`src/hdl/text_encoding_detector_macros.svh`:
```
// Assertion macros for the text encoding detector.
// Included by the RTL modules that carry concurrent checks; needs a clk and rst in scope.
`ifndef TEXT_ENCODING_DETECTOR_MACROS_SVH
`define TEXT_ENCODING_DETECTOR_MACROS_SVH

// Check a property on every rising edge outside reset.
`define TED_ASSERT(label, prop, msg) \
  label: assert property (@(posedge clk) disable iff (rst) (prop)) else $error(msg);

// Check a property on every rising edge, reset included.
`define TED_ASSERT_ALWAYS(label, prop, msg) \
  label: assert property (@(posedge clk) (prop)) else $error(msg);

`endif

```
`src/hdl/ted_pkg.sv`:
```
// Shared types, codes and decode functions of the text encoding detector.
// No dependencies; imported by every module of the block.
`default_nettype none

package ted_pkg;

  typedef enum logic [1:0] {
    PAGE_UTF8 = 2'd0,
    PAGE_BE   = 2'd1,
    PAGE_LE   = 2'd2,
    PAGE_ANSI = 2'd3
  } page_t;

  // Allowed range of the next continuation byte.
  typedef enum logic [2:0] {
    RNG_80_BF = 3'd0,
    RNG_A0_BF = 3'd1,
    RNG_80_9F = 3'd2,
    RNG_90_BF = 3'd3,
    RNG_80_8F = 3'd4
  } rng_t;

  typedef struct packed {
    page_t page;
    logic  valid;
  } result_t;

  localparam int unsigned PrefixLen = 4;

  function automatic logic cont_ok(input logic [7:0] b, input rng_t cls);
    logic ok;
    unique case (cls)
      RNG_A0_BF: ok = (b >= 8'hA0) && (b <= 8'hBF);
      RNG_80_9F: ok = (b >= 8'h80) && (b <= 8'h9F);
      RNG_90_BF: ok = (b >= 8'h90) && (b <= 8'hBF);
      RNG_80_8F: ok = (b >= 8'h80) && (b <= 8'h8F);
      default:   ok = (b >= 8'h80) && (b <= 8'hBF);
    endcase
    return ok;
  endfunction

  function automatic page_t choose_page(input logic [31:0] prefix, input logic valid);
    logic [7:0] b0;
    logic [7:0] b1;
    logic [7:0] b2;
    logic [7:0] b3;
    page_t      page;
    b0 = prefix[31:24];
    b1 = prefix[23:16];
    b2 = prefix[15:8];
    b3 = prefix[7:0];
    priority if (b0 == 8'hEF && b1 == 8'hBB && b2 == 8'hBF) page = PAGE_UTF8;
    else if (b0 == 8'hFE && b1 == 8'hFF) page = PAGE_BE;
    else if (b0 == 8'hFF && b1 == 8'hFE) page = PAGE_LE;
    else if (b0 == 8'h00 && (b1 == 8'h5B || b1 == 8'h7B)) page = PAGE_BE;
    else if ((b0 == 8'h5B || b0 == 8'h7B) && b1 == 8'h00) page = PAGE_LE;
    else if (b0 == 8'h2F && b1 == 8'h00 && b2 == 8'h2F && b3 == 8'h00) page = PAGE_LE;
    else if (b0 == 8'h00 && b1 == 8'h2F && b2 == 8'h00 && b3 == 8'h2F) page = PAGE_BE;
    else if (valid) page = PAGE_UTF8;
    else page = PAGE_ANSI;
    return page;
  endfunction

endpackage

`default_nettype wire

```
`src/hdl/ted_scan.sv`:
```
// Per-byte scanner: prefix capture, UTF-8 validation state and the end-of-blob decision.
// Depends on ted_pkg and text_encoding_detector_macros.svh.
`default_nettype none

module ted_scan (
  input  wire logic            clk,
  input  wire logic            rst,
  input  wire logic            fire,
  input  wire logic [7:0]      data_byte,
  input  wire logic            last_byte,
  output ted_pkg::result_t     result,
  output logic                 result_push
);
  import ted_pkg::*;
  `include "text_encoding_detector_macros.svh"

  logic [31:0] prefix_bytes;
  logic [2:0]  bytes_seen;
  logic [1:0]  cont_left;
  rng_t        range_class;
  logic        text_valid;
  logic        zero_seen;

  logic [31:0] prefix_next;
  logic [2:0]  seen_next;
  logic [1:0]  cont_next;
  rng_t        range_next;
  logic        valid_next;
  logic        zero_next;
  logic        valid_end;

  always_comb begin
    prefix_next = prefix_bytes;
    seen_next   = bytes_seen;
    if (bytes_seen < 3'(PrefixLen)) begin
      seen_next = bytes_seen + 3'd1;
      unique case (bytes_seen[1:0])
        2'd0: prefix_next[31:24] = data_byte;
        2'd1: prefix_next[23:16] = data_byte;
        2'd2: prefix_next[15:8]  = data_byte;
        default: prefix_next[7:0] = data_byte;
      endcase
    end

    cont_next  = cont_left;
    range_next = range_class;
    valid_next = text_valid;
    zero_next  = zero_seen;
    if (!zero_seen) begin
      if (data_byte == 8'h00) begin
        zero_next = 1'b1;
        if (cont_left != 2'd0) begin
          valid_next = 1'b0;
          cont_next  = 2'd0;
          range_next = RNG_80_BF;
        end
      end else if (text_valid) begin
        if (cont_left != 2'd0) begin
          if (cont_ok(data_byte, range_class)) begin
            cont_next  = cont_left - 2'd1;
            range_next = RNG_80_BF;
          end else begin
            valid_next = 1'b0;
            cont_next  = 2'd0;
            range_next = RNG_80_BF;
          end
        end else begin
          priority if (data_byte == 8'h09 || data_byte == 8'h0A || data_byte == 8'h0D ||
                       (data_byte >= 8'h20 && data_byte <= 8'h7E)) begin
            cont_next = 2'd0;
          end else if (data_byte >= 8'hC2 && data_byte <= 8'hDF) begin
            cont_next  = 2'd1;
            range_next = RNG_80_BF;
          end else if (data_byte == 8'hE0) begin
            cont_next  = 2'd2;
            range_next = RNG_A0_BF;
          end else if (data_byte == 8'hED) begin
            cont_next  = 2'd2;
            range_next = RNG_80_9F;
          end else if (data_byte >= 8'hE1 && data_byte <= 8'hEF) begin
            cont_next  = 2'd2;
            range_next = RNG_80_BF;
          end else if (data_byte == 8'hF0) begin
            cont_next  = 2'd3;
            range_next = RNG_90_BF;
          end else if (data_byte >= 8'hF1 && data_byte <= 8'hF3) begin
            cont_next  = 2'd3;
            range_next = RNG_80_BF;
          end else if (data_byte == 8'hF4) begin
            cont_next  = 2'd3;
            range_next = RNG_80_8F;
          end else begin
            valid_next = 1'b0;
            cont_next  = 2'd0;
            range_next = RNG_80_BF;
          end
        end
      end
    end

    // a blob that stops inside a sequence is invalid
    valid_end    = valid_next && (zero_next || cont_next == 2'd0);
    result.page  = choose_page(prefix_next, valid_end);
    result.valid = valid_end;
    result_push  = fire && last_byte;
  end

  always_ff @(posedge clk) begin
    if (rst || (fire && last_byte)) begin
      bytes_seen  <= 3'd0;
      cont_left   <= 2'd0;
      range_class <= RNG_80_BF;
      text_valid  <= 1'b1;
      zero_seen   <= 1'b0;
    end else if (fire) begin
      bytes_seen  <= seen_next;
      cont_left   <= cont_next;
      range_class <= range_next;
      text_valid  <= valid_next;
      zero_seen   <= zero_next;
    end
  end

  // prefix is payload; clear it at blob end so short blobs read as zero
  always_ff @(posedge clk) begin
    if (rst || (fire && last_byte)) begin
      prefix_bytes <= 32'd0;
    end else if (fire) begin
      prefix_bytes <= prefix_next;
    end
  end

  `TED_ASSERT(a_blob_restart, (fire && last_byte) |=>
    (bytes_seen == 3'd0 && cont_left == 2'd0 && text_valid && !zero_seen),
    "scanner state not cleared after last byte")
  `TED_ASSERT(a_cont_only_live, (cont_left != 2'd0) |-> (text_valid && !zero_seen),
    "continuation pending after error or zero byte")
  `TED_ASSERT(a_seen_sat, bytes_seen <= 3'(PrefixLen), "prefix count past four")

endmodule

`default_nettype wire

```
`src/hdl/ted_outq.sv`:
```
// Two-entry result queue that decouples the scanner from a stalled consumer.
// Depends on ted_pkg and text_encoding_detector_macros.svh.
`default_nettype none

module ted_outq (
  input  wire logic             clk,
  input  wire logic             rst,
  input  wire logic             push,
  input  wire ted_pkg::result_t push_data,
  output logic                  full,
  output logic                  head_valid,
  output ted_pkg::result_t      head,
  input  wire logic             pop_ready
);
  import ted_pkg::*;
  `include "text_encoding_detector_macros.svh"

  result_t    slots [2];
  logic       wr_ptr;
  logic       rd_ptr;
  logic [1:0] count;
  logic       pop;

  assign pop        = head_valid && pop_ready;
  assign head_valid = (count != 2'd0);
  assign full       = (count == 2'd2);
  assign head       = slots[rd_ptr];

  always_ff @(posedge clk) begin
    if (rst) begin
      wr_ptr <= 1'b0;
      rd_ptr <= 1'b0;
      count  <= 2'd0;
    end else begin
      if (push) begin
        wr_ptr <= !wr_ptr;
      end
      if (pop) begin
        rd_ptr <= !rd_ptr;
      end
      unique case ({push, pop})
        2'b10:   count <= count + 2'd1;
        2'b01:   count <= count - 2'd1;
        default: count <= count;
      endcase
    end
  end

  always_ff @(posedge clk) begin
    if (push) begin
      slots[wr_ptr] <= push_data;
    end
  end

  `TED_ASSERT(a_no_overflow, full |-> !push, "push into full result queue")
  `TED_ASSERT(a_count_range, count <= 2'd2, "result queue count out of range")
  `TED_ASSERT(a_ptr_track, (count == 2'd0 || count == 2'd2) |-> (wr_ptr == rd_ptr),
    "queue pointers disagree with count")

endmodule

`default_nettype wire

```
`src/hdl/text_encoding_detector.sv`:
```
// Text encoding detector: one byte transfer per cycle while in_ready is high.
// Blob results are queued as each last byte transfers; out_valid gives them in order.
// A two-entry result queue keeps bytes flowing while a result waits; in_ready drops
// only when both queue slots hold results not yet taken.
// Reset (rst, synchronous) clears the scanner to a fresh blob and empties the queue.
`default_nettype none

module text_encoding_detector (
  input  wire logic       clk,
  input  wire logic       rst,
  input  wire logic       in_valid,
  output logic            in_ready,
  input  wire logic [7:0] data_byte,
  input  wire logic       last_byte,
  output logic            out_valid,
  input  wire logic       out_ready,
  output logic [1:0]      code_page,
  output logic            utf8_valid
);
  import ted_pkg::*;

  logic    fire;
  logic    push;
  logic    full;
  result_t scan_result;
  result_t head;

  assign in_ready = !full;
  assign fire     = in_valid && in_ready;

  ted_scan u_scan (
    .clk         (clk),
    .rst         (rst),
    .fire        (fire),
    .data_byte   (data_byte),
    .last_byte   (last_byte),
    .result      (scan_result),
    .result_push (push)
  );

  ted_outq u_outq (
    .clk        (clk),
    .rst        (rst),
    .push       (push),
    .push_data  (scan_result),
    .full       (full),
    .head_valid (out_valid),
    .head       (head),
    .pop_ready  (out_ready)
  );

  assign code_page  = head.page;
  assign utf8_valid = head.valid;

endmodule

`default_nettype wire
```
`config.mk`:
```
export PLATFORM = sky130hd
export DESIGN_NAME = text_encoding_detector
export DESIGN_NICKNAME = d
export VERILOG_FILES = /design/src/hdl/ted_pkg.sv /design/src/hdl/ted_scan.sv /design/src/hdl/ted_outq.sv /design/src/hdl/text_encoding_detector.sv
export VERILOG_INCLUDE_DIRS = /design/src /design/src/hdl
export SDC_FILE = /design/constraint.sdc
export NUM_CORES = 1
export LEC_CHECK = 0
export ABC_CLOCK_PERIOD_IN_PS = 5200
export BUFFER_PORTS_ARGS = -buffer_cell sky130_fd_sc_hd__clkbuf_2
export CAP_MARGIN = 5
export CORE_MARGIN = 3
export CORE_UTILIZATION = 30
export CTS_CLUSTER_SIZE = 28
export DETAILED_ROUTE_END_ITERATION = 10
export PLACE_DENSITY = 0.5
export SYNTH_ARGS = -nofsm -noshare
export SYNTH_HDL_FRONTEND = slang
export SYNTH_SLANG_ARGS = --single-unit
```
`constraint.sdc`:
```
create_clock -name clk -period 5.2 [get_ports clk]
set_clock_uncertainty 0.1 [all_clocks]
set_input_delay 1.04 -clock clk [delete_from_list [all_inputs] [get_ports clk]]
set_output_delay 1.04 -clock clk [all_outputs]
set_load 0.01 [all_outputs]
```
# Word-level counts from Yosys, hierarchy flattened
# Memory sizes are Yosys's and may differ from the RTL's. A register that Yosys moved wholly into a read port is not among the register bits.
# Index checks and enable logic that the tools add are counted.
# op_classes
add_sub_neg	4
multipliers	0
div_mod_pow	0
n_lt_le_gt_ge	15
n_eq_ne	33
shifts	0
muxes	65
n_bitwise	1
reduce_logical	49
# op_table
op	count
equality test 8 bit (second input constant)	11
greater-or-equal comparator 8 bit (second input constant)	6
less-or-equal comparator 8 bit (second input constant)	6
2-to-1 mux 2 bit	22
logical NOT 8 bit	5
2-to-1 mux 3 bit	12
equality test 8 x 6 -> 1 bit (second input constant)	4
equality test 8 x 7 -> 1 bit (second input constant)	4
2-to-1 mux 32 bit	1
2-to-1 mux 8 bit	4
logical AND 1 bit	25
equality test 8 x 4 -> 1 bit (second input constant)	3
2-to-1 mux 1 bit	24
greater-or-equal comparator 8 x 6 -> 1 bit (second input constant)	1
less-or-equal comparator 8 x 7 -> 1 bit (second input constant)	1
nonzero test 2 bit	4
logical OR 1 bit	7
equality test 2 bit (second input constant)	3
equality test 3 x 2 -> 1 bit (second input constant)	2
AND reduction 5 bit	1
equality test 2 x 1 -> 1 bit (second input constant)	2
logical NOT 2 bit	2
one-hot mux 1 bit (4 select lines)	1
one-hot mux 2 bit (2 select lines)	1
12 further kinds	15
# totals
reg_bits	46
latchBits	0
ram_bits	6
romBits	0
inputBits	13
wordCells	177
mem_count	1
# mem_list
name	depth	width	read_ports	rd_clocked_by_memory_dff	write_ports	line_no	text
u_outq.slots	2	3	1	1	1	ted_outq.sv:18	result_t slots [2];

# Logic depth before layout (Yosys ltp)
# depth
ltp_word	24
mapped_depth	11
ltp_nobuf	9

# Cells and area by module
# Synthesis repeated with hierarchy kept, for this count alone.
# hier_totals
cells_unflattened	405
area_unflattened_um2	3131.8
# modules_own_cells
module	n_inst	cells_per_inst	area_per_inst_um2
ted_scan	1	371	2691.3
ted_outq	1	32	430.4
text_encoding_detector	1	2	10.0

# Least setup slack after synthesis
# Ideal clock, no wire load.
# synth_timing
kind	in2reg
startpoint	input data_byte[2]
endpoint	memory u_outq.slots[0][1] in the netlist's numbering (data pin)
t_arrival_ps	2635
required_time_ps	4838
path_slack_ps	2203
cell_stages	8
path_buffers	1
cell_sequence	buf_2 nor3_4 and3_1 nand3b_1 a2111oi_0 or4b_4 nor2b_1 a21oi_1
# synth_rtl
item	line_no	text
start: declaration	text_encoding_detector.sv:13	input wire logic [7:0] data_byte,
end: declaration	ted_outq.sv:18	

==> run metrics <==
first-pass GRT wire length=12.89 mm; post-layout utilization of the core=0.3374; crit-path cells=clkbuf_2 > nor3_4 > and3_1 > nand3b_1 > a2111oi_0 > or4b_4 > nor2b_1 > a21oi_1; RePlAce Congestion=0.8336; Switching Share=0.3229; Final Hold Vio Count=0; CP delay by family, top=simple AND/OR/NAND/NOR gates; Simple-Gate Fraction of Synth Area=0.2715; CORE AREA=0.009910 mm2; Initial DRC Count=180; fin crit period=3065 ps; # IOs=18; total global-route track usage=0.1396; multi-input logic area=0.001805 mm2; Setup TNS Final=0 ps; cts-stage hold buffer count=0; FFs w/ async S/R, synth=0; CP Capture Type=register; die area=0.01158 mm2; post-synthesis compound-gate area fraction=0.1370; Static Leak=1.374 nW; clk_lat worst skew=310 ps; Pint=738.7 uW; overall power=1.091 mW; Sequential Power Share=0.441; fillers=1056; Area Overhead vs Synth=7.960%; RSZ-0062 raised after global routing=no; HP Class=register to register; vias in the first global route=2458; maximum clock insertion buffer count=2; Avg Vias per Cell=5.185; post-placement cell area=0.003223 mm2; Synth Warn #=0; WL final=7.930 mm; Post-CTS Setup Repair Bufs=0; Post-Syn Instances=364; slowest CP cell=or4b_4; share of the yosys chip area belonging to registers=0.3620; hold path start=u_scan.cont_left[1]; WP buf/inv=1; mapped cell area=0.003097 mm2; antenna-violating nets left=0; final instance area=0.003343 mm2; Synth Net Count=383; DRC viols=0; clock sink count=53; port buffer count=17; reg2reg setup slack=2430 ps; syn avg cell area=8.507 um2; Worst Tran Pin Value=673.2 ps; cts repair resizes=0; Distinct cells, synth=66; Ant. Diodes=0; Synth Area in Adders=0.02424; register area=0.001121 mm2; share of layout cells above drive strength 1=0.1209; CTS Buf Count=5; WL per Instance=15.96 um; via count=2577; Final setup viols=0; Synth Flop Type=dfxtp_1; Die Height=107.6 um; DP HPWL=5.428 mm; Worst setup SP type=input port; H-tree depth=2; relative slew slack=0.5512; Max Fanout on Critical Path=17; combinational share of power=0.285; Synth top area share=0.3038; slowest stage delay, CP=590 ps; initial antenna violation count=0; Hold Crit Depth=2; Synth area leader=dfxtp_1; Clock Tree Root=clkbuf_8; die width=107.6 um; Post-synth EDFFs=6; outcome=finished, final reports clean; largest net degree at the start of global routing=43; worst r2r src=u_scan.bytes_seen[1]; xor and xnor area share after synthesis=0.01414; mux contribution to synthesized area=0.1362; critical path type=input port to register; final period utilization=0.5894; total gr overflow=0; main combinational cell family by area after synthesis=simple AND/OR/NAND/NOR gates; PD cells=326.3 mW/mm2; Initial DRT Pass Iterations=4; Clk network pwr share=0.274; Max rail drop VDD=0.1073 mV; TritonCTS clock tree=yes; max cap viols=0; Initial Util=0.3125; max-slew violations=0; Cell Rows=36; clock-pin slew on the worst setup and hold paths=100 ps; Worst path depth=8; worst endpoint required time=5170 ps; Hold WS=397.0 ps; reg2reg path depth=9; # nets final=382; Peak Freq=326.3 MHz; Yosys reg bits=53; largest cells by area after synthesis=dfxtp_1, mux2i_1, nor2_1, edfxtp_1, a21oi_1; critical path arrival=3030 ps; NetSw=352.3 uW; CP startpoint=data_byte[2]
per-stage QoR:
stage               setup WS [ps]  cells
floorplan                    2203    364
global placement             1842    489
detailed placement           1809    489
CTS                          2145    497
global route                 1972    497
finish                       2135    497
flip-flops by register name, indices dropped and copies added (netlist names), 2 cells and up, named ones only:
register / cells
u_scan.range_class: 3
u_scan.cont_left: 2
u_outq.count: 2
u_scan.prefix_bytes: 32
u_outq.slots: 6
u_scan.bytes_seen: 3
worst reg2reg max path, delay by kind of cell (launching register included):
kind	cells	cell delay [ps]
and+or+nand+nor	3	730
muxes	1	380
AOI/OAI and AO/OA	3	820
adders and majority gates	1	160
DFF	1	350
buffers and inverters	1	90
worst paths after layout:
check,end
setup reg to reg,u_outq.slots[1][1]
hold reg to reg,u_scan.cont_left[1]
setup / recovery,u_outq.slots[1][1]
hold / removal,u_scan.cont_left[1]
cells in the final DEF (no fill, tap or decap), drive strengths merged, types with 5 or more instances in the layout:
cell / instances
o21ai: 8
edfxtp: 6
dfxtp: 47
nor3b: 5
nand4: 5
mux2: 6
nor4: 6
a21oi: 20
and3: 6
ha: 6
nor2b: 6
nand3: 6
nor3: 13
nor2: 66
nand2b: 6
nand2: 25
mux2i: 35
clkbuf: 23
inv: 8
Yosys cell counts, types with 2 or more instances:
cell type and count:
ha_1 6, o21ai_0 7, o211ai_1 4, and2_1 2, nor2_1 66, nand2b_1 6
buf_1 2, nand3_1 6, a32oi_1 3, a211o_1 3, edfxtp_1 6, buf_2 9
o2111ai_1 2, a211oi_1 3, nor4_1 6, buf_6 3, mux2i_1 35, nand4_1 5
and3_1 6, xor2_1 2, nand3b_1 3, dfxtp_1 47, nand2_1 25, a21oi_1 20
and2b_1 3, xnor2_1 3, nor2b_1 5, o31ai_1 3, nor3_1 12, nor4b_1 2
inv_1 8, mux2_2 4, clkbuf_1 11, nor3b_1 4
layout make-up:
type                       instances  share of cell area
clock buffer                       6             0.02470
clock inverter                     2             0.01123
inverter                           8            0.008982
multi-input combinational        276              0.5400
sequential                        53              0.3353
tap                              133             0.04978
timing repair buffer              19             0.02994
metal layers:
metal	share of wire	up-vias	GRT usage	routed length [um]
met5	0	-	0	0
met4	0.010	0	0.03336	80
met3	0.035	6	0.02340	275
met2	0.44	45	0.2229	3481
met1	0.52	1231	0.1962	4093
li1	-	1295	-	-
power groups by stage:
stage	Clock [mW]	Sequential [mW]	Combinational [mW]
after floorplan	0	0.482	0.248
after global placement	0	0.490	0.310
after detailed placement	0	0.490	0.311
after CTS	0.309	0.481	0.313
after global routing	0.321	0.487	0.348
final	0.299	0.481	0.311
cells by family after synthesis:
logic type,Yosys count
flip-flops,53
buffers and inverters,35
multiplexers,41
adder cells (fa/ha/maj),6
XOR/XNOR,5
AO/OA/AOI/OAI,60
AND/OR/NAND/NOR,164
(Power assumes the default switching activity.)
